===== config.mk =====
export PLATFORM = sky130hd
export DESIGN_NAME = gclr_addr
export DESIGN_NICKNAME = d
export VERILOG_FILES = /design/src/hdl/gclr_pkg.sv /design/src/hdl/gclr_addr.sv
export SDC_FILE = /design/constraint.sdc
export NUM_CORES = 1
export LEC_CHECK = 0
export BUFFER_PORTS_ARGS = -buffer_cell sky130_fd_sc_hd__clkbuf_2
export CORE_MARGIN = 2
export CORE_UTILIZATION = 45
export DETAILED_ROUTE_END_ITERATION = 7
export PLACE_DENSITY = 0.78
export SYNTH_ARGS = -nofsm -noshare
export SYNTH_HDL_FRONTEND = slang
export SYNTH_SLANG_ARGS = --single-unit

===== constraint.sdc =====
create_clock -name i_clk -period 4.37 [get_ports i_clk]
set_clock_uncertainty 0.15 [all_clocks]
set_input_delay 0.2185 -clock i_clk [delete_from_list [all_inputs] [get_ports i_clk]]
set_output_delay 0.2185 -clock i_clk [all_outputs]
set_load 0.02 [all_outputs]

===== src/hdl/gclr_pkg.sv =====
// Package for the covariant Laplacian row unit: lattice geometry, widths and op codes.
// No dependencies.
`default_nettype none
package gclr_pkg;
    localparam int LatticeSide  = 4;
    localparam int FractionBits = 16;
    localparam int SiteCount    = LatticeSide * LatticeSide * LatticeSide;
    localparam int VecDepth     = SiteCount * 3;
    localparam int SlotWords    = 72;
    localparam int LinkDepth    = ((SiteCount + 1) / 2) * SlotWords;
    localparam int LinkAw       = $clog2(LinkDepth);
    localparam int VecAw        = $clog2(VecDepth);
    localparam int CoordW       = $clog2(LatticeSide);
    localparam int SiteW        = $clog2(SiteCount);
    // row / 3 by reciprocal multiply, exact for any row below 2**VecAw
    localparam int DivShift     = VecAw + 2;
    localparam int DivMul       = (2 ** DivShift + 2) / 3;
    localparam int QuotW        = 2 * VecAw + 2;

    typedef enum logic [1:0] {
        OP_LOAD_LINK = 2'd0,
        OP_LOAD_VEC  = 2'd1,
        OP_COMPUTE   = 2'd2,
        OP_NONE      = 2'd3
    } t_op;
endpackage
`default_nettype wire


===== src/hdl/gclr_addr.sv =====
// Address sequencer: steps through the diagonal term and 18 neighbour terms of one row.
// Depends on gclr_pkg.
`default_nettype none
module gclr_addr (
    input  wire logic                      i_clk,
    input  wire logic                      i_rst_n,
    input  wire logic                      i_start,
    input  wire logic [gclr_pkg::VecAw-1:0] i_row,
    output logic                           o_rd_valid,
    output logic                           o_rd_diag,
    output logic                           o_rd_last,
    output logic                           o_even,
    output logic [gclr_pkg::VecAw-1:0]     o_vaddr,
    output logic [gclr_pkg::LinkAw-1:0]    o_laddr
);
    import gclr_pkg::*;

    logic              r_busy, n_busy;
    logic [4:0]        r_step, n_step;       // 0 diagonal, 1..18 neighbour terms
    logic [2:0]        r_d, n_d;             // neighbour direction
    logic [1:0]        r_b, n_b;             // colour of the neighbour vector word
    logic [SiteW-1:0]  r_site;
    logic [1:0]        r_c;
    logic [QuotW-1:0]  q_prod;
    logic [SiteW-1:0]  row_site;
    logic [1:0]        row_c;
    logic [CoordW-1:0] j, k, l, nj, nk, nl;
    logic [2:0]        mu;
    logic [SiteW-1:0]  nsite;
    logic [SiteW-1:0]  slot_site;
    logic [SiteW-2:0]  slot;
    logic [3:0]        entry;

    assign q_prod   = QuotW'(i_row) * QuotW'(DivMul);
    assign row_site = SiteW'(q_prod >> DivShift);
    assign row_c    = 2'(i_row - VecAw'(row_site * 3));

    assign j = r_site[CoordW-1:0];
    assign k = r_site[2*CoordW-1:CoordW];
    assign l = r_site[3*CoordW-1:2*CoordW];
    assign o_even = ~(j[0] ^ k[0] ^ l[0]);

    always_comb begin
        nj = j; nk = k; nl = l;
        mu = 3'd0;
        unique case (r_d)
            3'd0: begin nj = (j == '0) ? CoordW'(LatticeSide-1) : j - 1'b1; mu = 3'd6; end
            3'd1: begin nj = (j == CoordW'(LatticeSide-1)) ? '0 : j + 1'b1; mu = 3'd7; end
            3'd2: begin nk = (k == '0) ? CoordW'(LatticeSide-1) : k - 1'b1; mu = 3'd4; end
            3'd3: begin nk = (k == CoordW'(LatticeSide-1)) ? '0 : k + 1'b1; mu = 3'd5; end
            3'd4: begin nl = (l == '0) ? CoordW'(LatticeSide-1) : l - 1'b1; mu = 3'd2; end
            default: begin nl = (l == CoordW'(LatticeSide-1)) ? '0 : l + 1'b1; mu = 3'd3; end
        endcase
        nsite = {nl, nk, nj};
        // odd sites swap mu within each pair and use their own slot
        if (!o_even) mu = mu ^ 3'd1;
        slot_site = o_even ? nsite : r_site;
        slot = slot_site[SiteW-1:1];
        entry = o_even ? 4'(r_c + 3 * r_b) : 4'(3 * r_c + r_b);
        o_laddr = LinkAw'(slot * SlotWords + mu * 9 + entry);
        o_vaddr = (r_step == 5'd0) ? VecAw'(r_site * 3 + r_c) : VecAw'(nsite * 3 + r_b);
    end

    always_comb begin
        n_busy = r_busy;
        n_step = r_step;
        n_d    = r_d;
        n_b    = r_b;
        if (i_start) begin
            n_busy = 1'b1;
            n_step = '0;
            n_d    = '0;
            n_b    = '0;
        end else if (r_busy) begin
            if (r_step == 5'd18) n_busy = 1'b0;
            n_step = r_step + 1'b1;
            if (r_step != 5'd0) begin
                if (r_b == 2'd2) begin
                    n_b = '0;
                    n_d = r_d + 1'b1;
                end else begin
                    n_b = r_b + 1'b1;
                end
            end
        end
    end

    always_ff @(posedge i_clk) begin
        if (!i_rst_n) begin
            r_busy <= 1'b0;
            r_step <= '0;
            r_d    <= '0;
            r_b    <= '0;
        end else begin
            r_busy <= n_busy;
            r_step <= n_step;
            r_d    <= n_d;
            r_b    <= n_b;
        end
        if (i_start) begin
            r_site <= row_site;
            r_c    <= row_c;
        end
    end

    assign o_rd_valid = r_busy;
    assign o_rd_diag  = (r_step == 5'd0);
    assign o_rd_last  = (r_step == 5'd18);
endmodule
`default_nettype wire


==> impl_summary.log, run 1 <==
[metrics] width of the die: around 96 um
[metrics] crit share post-route: 105%
[metrics] area of the die: 9160 um2
[metrics] Global Route Usage Sum: 17.5%
[metrics] Mapped Nets: ~550
[metrics] Routed Wire Length: 7.34 mm
[metrics] final setup vio count: 3
[metrics] floorplan core area: 8180 um2
[metrics] most common cell after layout, fill and taps aside: ha_1
[metrics] number of endpoints with negative hold slack in the final report: 0
[metrics] H-Tree Level Count: 1
[metrics] via count of the first global-routing pass: roughly 3,100
[metrics] clock-pin slew of the registers on the worst-case setup and hold paths: around 0.070 ns
[metrics] proportion of netlist area held by the largest area contributor: 34.4%
[metrics] DPL Wire Length: 6.40 mm
[metrics] primary flip-flop cell chosen by synthesis mapping: dfxtp_1
[metrics] initial antenna violation count: 0
[metrics] Gate Count Post-Synth: slightly above 400
[metrics] y dimension of the die: approximately 96 um
[metrics] CP Data Arrival Time: approximately 4.2 ns
[metrics] Crit Path Category: reg2out
[metrics] synthesis-to-layout area growth: 19.4%
[metrics] share of final-layout standard cells stronger than drive strength 1: about a quarter
[metrics] number of placed I/O pins: 35
[metrics] drt drc: 0
[metrics] endpoint required time on the critical path: approximately 4 ns
[metrics] Root Buffer: clkbuf_8
[metrics] Synth async-reset ratio: 0%
[metrics] post-synthesis adder-cell area fraction: around 46%
[metrics] CP startpoint kind: flop
[metrics] post-layout minimum cycle time: 4.59 ns
[metrics] DRT Pass-1 Iters: 4
[metrics] hold slack: roughly 0.064 ns
[metrics] number of port buffers: 34
[metrics] placement row count: 33
[metrics] status: finished with violations
[metrics] clock net sink count: 19
[metrics] post-synthesis xor/xnor area fraction: under 10%
[metrics] headroom to the max-slew limit: between 60% and 70%
[metrics] maximum buffer depth of the clock tree: 2
[metrics] Final ANT Viol Nets: 0
[metrics] met2 global-route usage: 35.6%
[metrics] leading post-synthesis cells by cell area: ha_1 (34%), fa_1 (12%), inv_1 (7.5%), edfxtp_1 (6.3%), dfxtp_1 (5.8%)
[metrics] worst skew pair latency: around 0.25 ns
[metrics] gr busiest metal: met2
[metrics] Vias per Instance: a little over 5
[metrics] Mapped Area: roughly 3800 um2
[metrics] CTS tree: yes
[metrics] Fmax: between 0.2 and 0.25 GHz
[metrics] met3 Use GR: 1.80%
[metrics] number of buffers created by CTS: 3
[metrics] per-cell routed wire length: 12.7 um
[metrics] most frequent cells in the layout: ha_1 (96), inv_1 (72), buf_4 (33)
[metrics] total grt overflow: 0
[metrics] largest area contributor in the synthesized netlist: ha_1
[metrics] count of flip-flops with a built-in enable after synthesis: 8
[metrics] post-synth cell types: 46
[metrics] synthesized-area fraction occupied by ao, oa, aoi and oai cells: roughly 12%
[metrics] net count of the finished layout: slightly above 600
[metrics] violated checks: setup timing
[metrics] detailed router's first-iteration violation count: 40
[metrics] register area share after synthesis: 12.2%
[metrics] Util after Layout: a little under three fifths
[metrics] worst slack at placement: -0.241 ns
[metrics] multiplexer area fraction after synthesis: slightly above 5%
[metrics] starting density of the core: a little under half
[metrics] mean cell area of the mapped netlist: approximately 9.3 um2
[metrics] post-synthesis sequential element count: 19
[metrics] number of max-cap violations: 0
[metrics] simple-gate portion of the synthesized area: between 7 and 8%
[metrics] transition time at the pin with the least slew margin: 0.508 ns
[metrics] setup repair after global routing missed its margin: yes
[metrics] M1 GR Usage: between 10% and 20%
[metrics] Crit. End Element: output pin
[metrics] routed via count: ~2,900
[metrics] largest family of logic cells by synthesized area: adder cells
[metrics] diode count: 0
[metrics] FILL cells: 740
[metrics] global-route wire length before repair: 13.0 mm
[metrics] largest net degree at the start of global routing: 16
[metrics] largest fanout of any net on the critical path: 3
[metrics] smallest setup slack after layout: -0.222 ns
[metrics] placer congestion estimate: about 0.86
[metrics] max-slew violation count: 0
[metrics] Yosys warnings: 0
[metrics] class of the most critical hold timing path: in2reg
[critical path, cell delays in order, from the launching register on]
cell	delay, ns
edfxtp_1	0.44
fa_1	0.46
ha_2	0.20
fa_2	0.31
mux2_4	0.29
ha_4	0.26
inv_2	0.03
fa_2	0.57
inv_2	0.06
ha_4	0.26
a211oi_2	0.06
o21ai_1	0.15
nand3b_1	0.12
or4_1	0.53
o21ai_2	0.08
clkbuf_8	0.15
[metal layers]
layer,up-vias,share of wire (%)
met4,0,0.46
li1,1513,-
met1,1359,42
met5,-,0
met3,4,2.7
met2,32,55
[state kept, by name, indices dropped and copies added, names as in the netlist]
name,flops
r_site,6
r_step,5
r_d,3
r_b,2
r_c,2
o_rd_valid,1
[synth_stat cells (6+ instances only)]
| library cell | count |
|---|---|
| fa_1 | 22 |
| nand2b_1 | 6 |
| mux2_2 | 8 |
| xnor2_1 | 24 |
| xor2_1 | 10 |
| inv_1 | 76 |
| nor2_1 | 28 |
| a21o_1 | 7 |
| edfxtp_1 | 8 |
| a21oi_1 | 22 |
| ha_1 | 104 |
| nor2b_1 | 6 |
| mux2i_1 | 10 |
| dfxtp_1 | 11 |
| o21ai_0 | 12 |
[kinds of logic (layout without fill, tap and decap cells)]
logic type | Yosys count | after routing
mux | 18 | 18
simple gates | 60 | 60
flops | 19 | 19
buf+inv | 83 | 147
compound gates | 67 | 67
xor+xnor | 36 | 36
fa+ha+maj | 126 | 126
[final timing paths]
| check | startpoint | endpoint | slack (ns) | cells past startpoint |
|---|---|---|---|---|
| max reg2reg | r_step[0] | r_d[1] | 2.55 | 7 |
| min reg2reg | r_step[0] | r_step[0] | 0.42 | 2 |
| max | r_c[1] | o_laddr[11] | -0.22 | 15 |
| min | i_rst_n | o_rd_valid | 0.06 | 2 |
[area by class of cell]
type / count / area, um2 / share of cell area [%]
inverters: 77 / 289 / 6.40
clock buffers: 3 / 41.3 / 0.914
repair buffers: 66 / 448 / 9.91
flip-flops and latches: 19 / 462 / 10.2
well taps: 105 / 131 / 2.91
clock inverters: 1 / 5.00 / 0.111
multi-input cells: 307 / 3140 / 69.5
[what timing repair did]
action | 4_1_cts | 5_1_grt
hold buffers | 0 | 0
pin swaps | 19 | 8
resized for setup | 34 | 13
setup endpoints to repair | 7 | 7
buffers inserted | 5 | 0
cloned | 0 | 0
[per-stage QoR]
step	cell area (um2)	setup TNS, ns	std cells
CTS	4490	-0.781	578
global placement	4290	-0.242	570
floorplan	3800	0	409
finish	4520	-0.562	578
detailed placement	4290	-0.657	570
global route	4520	-1.27	578
Power of run 1 is left out: the tool's default activity adds up to more than one toggle a clock period on the data nets, which glitch-free logic cannot reach.
==> run 2: changes to the inputs <==
- CORE_MARGIN: 2 -> default
==> run 2 against run 1 <==
- the flow still finishes with violations (setup timing)
- die area decreased by 4.1%
- non-clock buffer count increased by 2
- utilization grew 0.66 points
- clock-buffer cell count did not move
- sequential cell count is the same
- worst hold slack worse by 0.013 ns
- first-iteration DRC count increased by 15%
- critical endpoint is now o_laddr[10]
- largest cell class unchanged
==> impl_summary.log, run 2 (synthesis results as in run 1) <==
[metrics] class of the most critical hold timing path: in2reg
[metrics] FILL cells: 720 (-2.7%)
[metrics] Crit. End Element: output pin
[metrics] post-layout minimum cycle time: 4.74 ns (+0.151 ns)
[metrics] Vias per Instance: 5.16 (+2.6%)
[metrics] Routed Wire Length: 7.63 mm (+3.9%)
[metrics] CP Data Arrival Time: 4.37 ns (+0.15 ns)
[metrics] via count of the first global-routing pass: 3,205 (+2.7%)
[metrics] DPL Wire Length: 6.50 mm (+1.7%)
[metrics] width of the die: 93.7 um (-2.1%)
[metrics] maximum buffer depth of the clock tree: 2 (unchanged)
[metrics] net count of the finished layout: 613 (+0.33%)
[metrics] area of the die: 8780 um2 (-4.1%)
[metrics] worst skew pair latency: 0.26 ns (about the same)
[metrics] routed via count: 2,993 (+2.9%)
[metrics] top register by number of flip-flops: r_site
[metrics] H-Tree Level Count: 1 (unchanged)
[metrics] global-route wire length before repair: 13.6 mm (+4.0%)
[metrics] count of hold-fix buffers inserted at cts: 0 (unchanged)
[metrics] detailed router's first-iteration violation count: 46 (+15%)
[metrics] number of port buffers: 34 (unchanged)
[metrics] y dimension of the die: 93.7 um (-2.1%)
[metrics] largest fanout of any net on the critical path: 4 (+1)
[metrics] Regs by FF count: r_site: 6 flops, r_step: 5 flops, r_d: 3 flops
[metrics] share of final-layout standard cells stronger than drive strength 1: 24.2% (+0.53 points)
[metrics] number of placed I/O pins: 35 (unchanged)
[metrics] hold slack: 0.0510 ns (-0.0132 ns)
[metrics] crit share post-route: 109% (+3.5 points)
[metrics] Fmax: 0.211 GHz (-3.2%)
[metrics] Setup TNS: -1.07 ns (-0.512 ns)
[metrics] most frequent cells in the layout: ha_1 (97), inv_1 (72), buf_4 (34)
[metrics] headroom to the max-slew limit: 65.5% (-0.39 points)
[metrics] initial antenna violation count: 0 (unchanged)
[metrics] number of buffers created by CTS: 3 (unchanged)
[metrics] violated checks: setup timing
[metrics] smallest setup slack after layout: -0.373 ns (-0.151 ns)
[metrics] Root Buffer: clkbuf_8
[metrics] number of endpoints with negative hold slack in the final report: 0 (unchanged)
[metrics] floorplan core area: 8180 um2 (unchanged)
[metrics] diode count: 0 (unchanged)
[metrics] synthesis-to-layout area growth: 20.9%
[metrics] DRT Pass-1 Iters: 4 (unchanged)
[metrics] setup repair after global routing missed its margin: yes
[metrics] max-slew violation count: 0 (unchanged)
[metrics] largest net degree at the start of global routing: 16 (unchanged)
[metrics] status: finished with violations
[metrics] Global Route Usage Sum: 19.2% (+1.7 points)
[metrics] clock-pin slew of the registers on the worst-case setup and hold paths: 0.07 ns (about the same)
[metrics] drt drc: 0 (unchanged)
[metrics] CP startpoint kind: flop
[metrics] transition time at the pin with the least slew margin: 0.514 ns (+0.00585 ns)
[metrics] most common cell after layout, fill and taps aside: ha_1
[metrics] placement row count: 33 (unchanged)
[metrics] number of flip-flops under the largest register name: 6 (unchanged)
[metrics] Crit Path Category: reg2out
[metrics] starting density of the core: 46.3% (unchanged)
[metrics] clock net sink count: 19 (unchanged)
[metrics] total grt overflow: 0 (unchanged)
[metrics] final setup vio count: 6 (+3)
[metrics] number of max-cap violations: 0 (unchanged)
[metrics] endpoint required time on the critical path: 4.00 ns (about the same)
[metrics] CTS tree: yes
[metrics] per-cell routed wire length: 13.2 um (+3.5%)
[metrics] placer congestion estimate: 0.829 (-3.5%)
[metrics] Final ANT Viol Nets: 0 (unchanged)
-- run 2: repair_timing --
item                                    in CTS  in global routing
pin swaps                                   17                 17
endpoints found under the setup margin       7                  8
cloned                                       0                  0
setup buffers                                5                  3
resized for setup                           37                 16
-- run 2: critical path, stage by stage, from the launching register on --
cell,delay (ns)
edfxtp_1,0.47
fa_1,0.48
ha_2,0.21
fa_2,0.34
mux2_4,0.29
ha_4,0.26
inv_2,0.04
fa_2,0.60
fa_2,0.23
nor2b_2,0.05
o21ai_2,0.15
a21boi_2,0.09
o31ai_2,0.28
mux2i_1,0.31
xnor2_2,0.14
clkbuf_8,0.16
-- run 2: worst paths after layout --
path	start	to	slack [ns]	cells after the start
hold reg to reg	r_step[0]	r_step[0]	0.41	2
setup reg to reg	r_step[0]	r_d[2]	2.54	7
hold / removal	i_rst_n	o_rd_valid	0.05	2
setup / recovery	r_c[1]	o_laddr[10]	-0.37	15
-- run 2: layout make-up --
type | instances | area (um2) | area share, %
clock inverters | 1 | 5.00 | 0.109
clock buffers | 3 | 41.3 | 0.903
multi-input cells | 307 | 3170 | 69.4
well taps | 105 | 131 | 2.87
flip-flops and latches | 19 | 462 | 10.1
inverters | 77 | 289 | 6.32
repair buffers | 68 | 473 | 10.3
-- run 2: per-stage QoR --
stage / area [um2] / instances / setup slack [ns] / utilization (%)
6_report: 4570 / 580 / -0.373 / 55.9
5_1_grt: 4570 / 580 / -0.511 / 55.9
4_1_cts: 4530 / 579 / -0.368 / 55.4
3_5_place_dp: 4290 / 570 / -0.252 / 52.5
3_3_place_gp: 4290 / 570 / -0.135 / 52.5
2_1_floorplan: 3800 / 409 / 0.00984 / -
-- run 2: routing by layer --
layer / part of all wire [%] / track usage, %
met1: 40 / 19.8
met2: 55 / 39.8
met3: 2.8 / 2.02
met4: 1.7 / 4.87
met5: 0 / 0
Power of run 2 is left out for the same reason.
==> run 3: changes to the inputs <==
- ABC_AREA: default -> 1
- CORE_UTILIZATION: 45 -> 56
- PLACE_DENSITY: 0.78 -> 0.91
==> run 3 against run 2 <==
- highest routed layer unchanged
- synthesized area rose by 5.3%
- non-clock buffer count decreased by 21
- sequential share of layout area is 0.097 points higher
- critical endpoint is now o_laddr[11]
- die area down 15%
- cell count up 14%
- critical path type unchanged
- via count increased by 22%
- the run now ends clean
==> impl_summary.log, run 3 <==
[metrics] status: completed
[metrics] clock net sink count: 19 (unchanged)
[metrics] setup repair after global routing missed its margin: yes
[metrics] routed via count: 3,646 (+22%)
[metrics] y dimension of the die: 86.3 um (-7.9%)
[metrics] count leader, synth: ha_1
[metrics] maximum buffer depth of the clock tree: 2 (unchanged)
[metrics] drt drc: 0 (unchanged)
[metrics] via count of the first global-routing pass: 3,507 (+9.4%)
[metrics] share of final-layout standard cells stronger than drive strength 1: 17.9% (-6.3 points)
[metrics] Regs by FF count: r_site: 6 flops, r_step: 5 flops, r_d: 3 flops
[metrics] Gate Count Post-Synth: 514 (+26%)
[metrics] post-layout minimum cycle time: 4.32 ns (-0.426 ns)
[metrics] Routed Wire Length: 9.24 mm (+21%)
[metrics] transition time at the pin with the least slew margin: 0.451 ns (-0.0629 ns)
[metrics] number of port buffers: 34 (unchanged)
[metrics] CP Data Arrival Time: 3.95 ns (-0.42 ns)
[metrics] Sequential Area: 463 um2 (+0.27%)
[metrics] CTS tree: yes
[metrics] per-cell routed wire length: 14.0 um (+6.4%)
[metrics] width of the die: 86.3 um (-7.9%)
[metrics] largest net degree at the start of global routing: 17 (+1)
[metrics] depth of the worst register-to-register path: 8 (+1)
[metrics] Root Buffer: clkbuf_8
[metrics] H-Tree Level Count: 1 (unchanged)
[metrics] diode count: 0 (unchanged)
[metrics] synthesis-to-layout area growth: 14.0%
[metrics] number of endpoints with negative hold slack in the final report: 0 (unchanged)
[metrics] DPL Wire Length: 7.40 mm (+14%)
[metrics] placer congestion estimate: 0.915 (+10%)
[metrics] primary flip-flop cell chosen by synthesis mapping: dfxtp_1
[metrics] class of the most critical hold timing path: in2reg
[metrics] number of flip-flops under the largest register name: 6 (unchanged)
[metrics] number of max-cap violations: 0 (unchanged)
[metrics] final setup vio count: 0 (-6)
[metrics] most repeated library cell on the critical path: nand2_1
[metrics] Max stage delay on crit path: 0.60 ns (about the same)
[metrics] most frequent cells in the layout: inv_1 (99), ha_1 (98), nand2_1 (94)
[metrics] Fmax: 0.232 GHz (+9.9%)
[metrics] starting density of the core: 58.3% (+12 points)
[metrics] Synth async-reset ratio: 0% (unchanged)
[metrics] Vias per Instance: 5.52 (+7.1%)
[metrics] placement row count: 30 (-9.1%)
[metrics] endpoint required time on the critical path: 4.00 ns (about the same)
[metrics] worst slack at placement: -0.248 ns (+0.00349 ns)
[metrics] smallest setup slack after layout: 0.0531 ns (+0.426 ns)
[metrics] most common cell after layout, fill and taps aside: inv_1
[metrics] CP startpoint kind: flop
[metrics] area of the die: 7450 um2 (-15%)
[metrics] top register by number of flip-flops: r_site
[metrics] DRT Pass-1 Iters: 6 (+2)
[metrics] clock-pin slew of the registers on the worst-case setup and hold paths: 0.07 ns (about the same)
[metrics] WHS Path Cells: 3 (+1)
[metrics] Yosys warnings: 0 (unchanged)
[metrics] net count of the finished layout: 702 (+15%)
[metrics] leading post-synthesis cells by instance count: ha_1 (104), inv_1 (101), nand2_1 (95)
[metrics] global-route wire length before repair: 14.9 mm (+9.6%)
[metrics] mean cell area of the mapped netlist: 7.75 um2 (-16%)
[metrics] max-slew violation count: 0 (unchanged)
[metrics] detailed router's first-iteration violation count: 211 (+360%)
[metrics] Mapped Nets: 651 (+19%)
[metrics] count of hold-fix buffers inserted at cts: 0 (unchanged)
[metrics] post-synthesis sequential element count: 19 (unchanged)
[metrics] number of buffers created by CTS: 3 (unchanged)
[metrics] Crit Path Category: reg2out
[metrics] largest area contributor in the synthesized netlist: ha_1
[metrics] initial antenna violation count: 0 (unchanged)
[metrics] FILL cells: 528 (-27%)
[metrics] largest fanout of any net on the critical path: 3 (-1)
[metrics] cell breakdown of the critical path: fa_1, ha_2, fa_1, nand2_1, nand2_1, ha_2, inv_2, fa_2, inv_2, ha_4, a21oi_4, nand2_2, a221oi_4, nor2_1, nand2_1, nand2_1, buf_4
[metrics] crit share post-route: 98.8% (-9.8 points)
[metrics] worst skew pair latency: 0.26 ns (about the same)
[metrics] headroom to the max-slew limit: 69.6% (+4.1 points)
[metrics] post-synth cell types: 38 (-17%)
[metrics] Final ANT Viol Nets: 0 (unchanged)
[metrics] Multi-input gate area: 3230 um2 (+1.8%)
[metrics] register area share after synthesis: 11.6% (-0.61 points)
[metrics] total grt overflow: 0 (unchanged)
[metrics] floorplan core area: 6830 um2 (-16%)
[metrics] proportion of netlist area held by the largest area contributor: 32.7% (-1.7 points)
[metrics] critical-path cell with the highest stage delay: fa_2
[metrics] number of placed I/O pins: 35 (unchanged)
[metrics] Global Route Usage Sum: 24.5% (+5.3 points)
[metrics] Mapped Area: 3980 um2 (+5.3%)
[metrics] count of flip-flops with a built-in enable after synthesis: 8 (unchanged)
[metrics] leading post-synthesis cells by cell area: ha_1 (33%), fa_1 (11%), inv_1 (9.5%), nand2_1 (9.0%), edfxtp_1 (6.0%)
[metrics] Crit. End Element: output pin
-- run 3: cell types whose count changed after synthesis, sizes merged, moves of 8 or more --
cell   previous run  this run
nand2             4       107
inv              77       105
nand3             1        27
xnor2            25         7
a21oi            22        31
mux2i            10         1
mux2              8         0
-- run 3: metrics by stage --
step	hold WS, ns	instance area [um2]	std cells	TNS [ns]	utilization (%)
finish	0.0268	4540	660	0	66.5
detailed placement	0.304	4330	651	-0.248	63.4
CTS	0.0240	4400	655	-0.0120	64.4
floorplan	0.181	3980	514	0	-
global placement	0.299	4330	651	-0.0149	63.4
global route	0.0278	4540	660	-0.302	66.5
-- run 3: layout make-up --
cell class | instances | share of cell area, %
clock buffers | 3 | 0.909
well taps | 96 | 2.64
inverters | 106 | 8.93
flip-flops and latches | 19 | 10.2
repair buffers | 47 | 6.14
multi-input cells | 388 | 71.1
clock inverters | 1 | 0.110
-- run 3: per-layer routing --
layer  up-vias  global-route usage [%]  part of all wire [%]
li1       1782                       -                     -
met1      1674                    28.9                    40
met2       150                    47.4                    52
met3        40                    2.29                   5.3
met4         0                    5.61                   3.0
met5         -                       0                     0
-- run 3: path summary, 6_finish.rpt --
kind | start | endpoint | slack, ns
worst max-delay path | r_c[1] | o_laddr[11] | 0.05
worst min-delay path | i_rst_n | o_rd_valid | 0.03
worst max register to register | r_step[1] | r_d[1] | 2.55
worst min register to register | r_step[4] | r_step[4] | 0.40
-- run 3: critical path, delay by kind of cell (launching register included) --
kind / cells / cell delay [ns]
adder cells (fa/ha/maj): 6 / 2.11
buffers and inverters: 3 / 0.25
AND/OR/NAND/NOR: 6 / 0.42
AO/OA/AOI/OAI: 2 / 0.42
flip-flops: 1 / 0.48
-- run 3: what timing repair did --
action,in CTS,in global routing
setup buffers,0,5
pin swaps,3,15
gates resized for setup,5,28
setup endpoints to repair,3,8
-- run 3: logic make-up after synthesis --
logic type                 count (synthesis)  share of synthesized area, %
adders and majority gates                126                          43.7
muxes                                      1                         0.251
buffers and inverters                    107                          10.3
xor gates and xnor gates                  18                          3.96
and+or+nand+nor                          178                          20.6
DFF                                       19                          11.6
AOI/OAI and AO/OA                         65                          9.58
Power of run 3 is left out for the same reason.
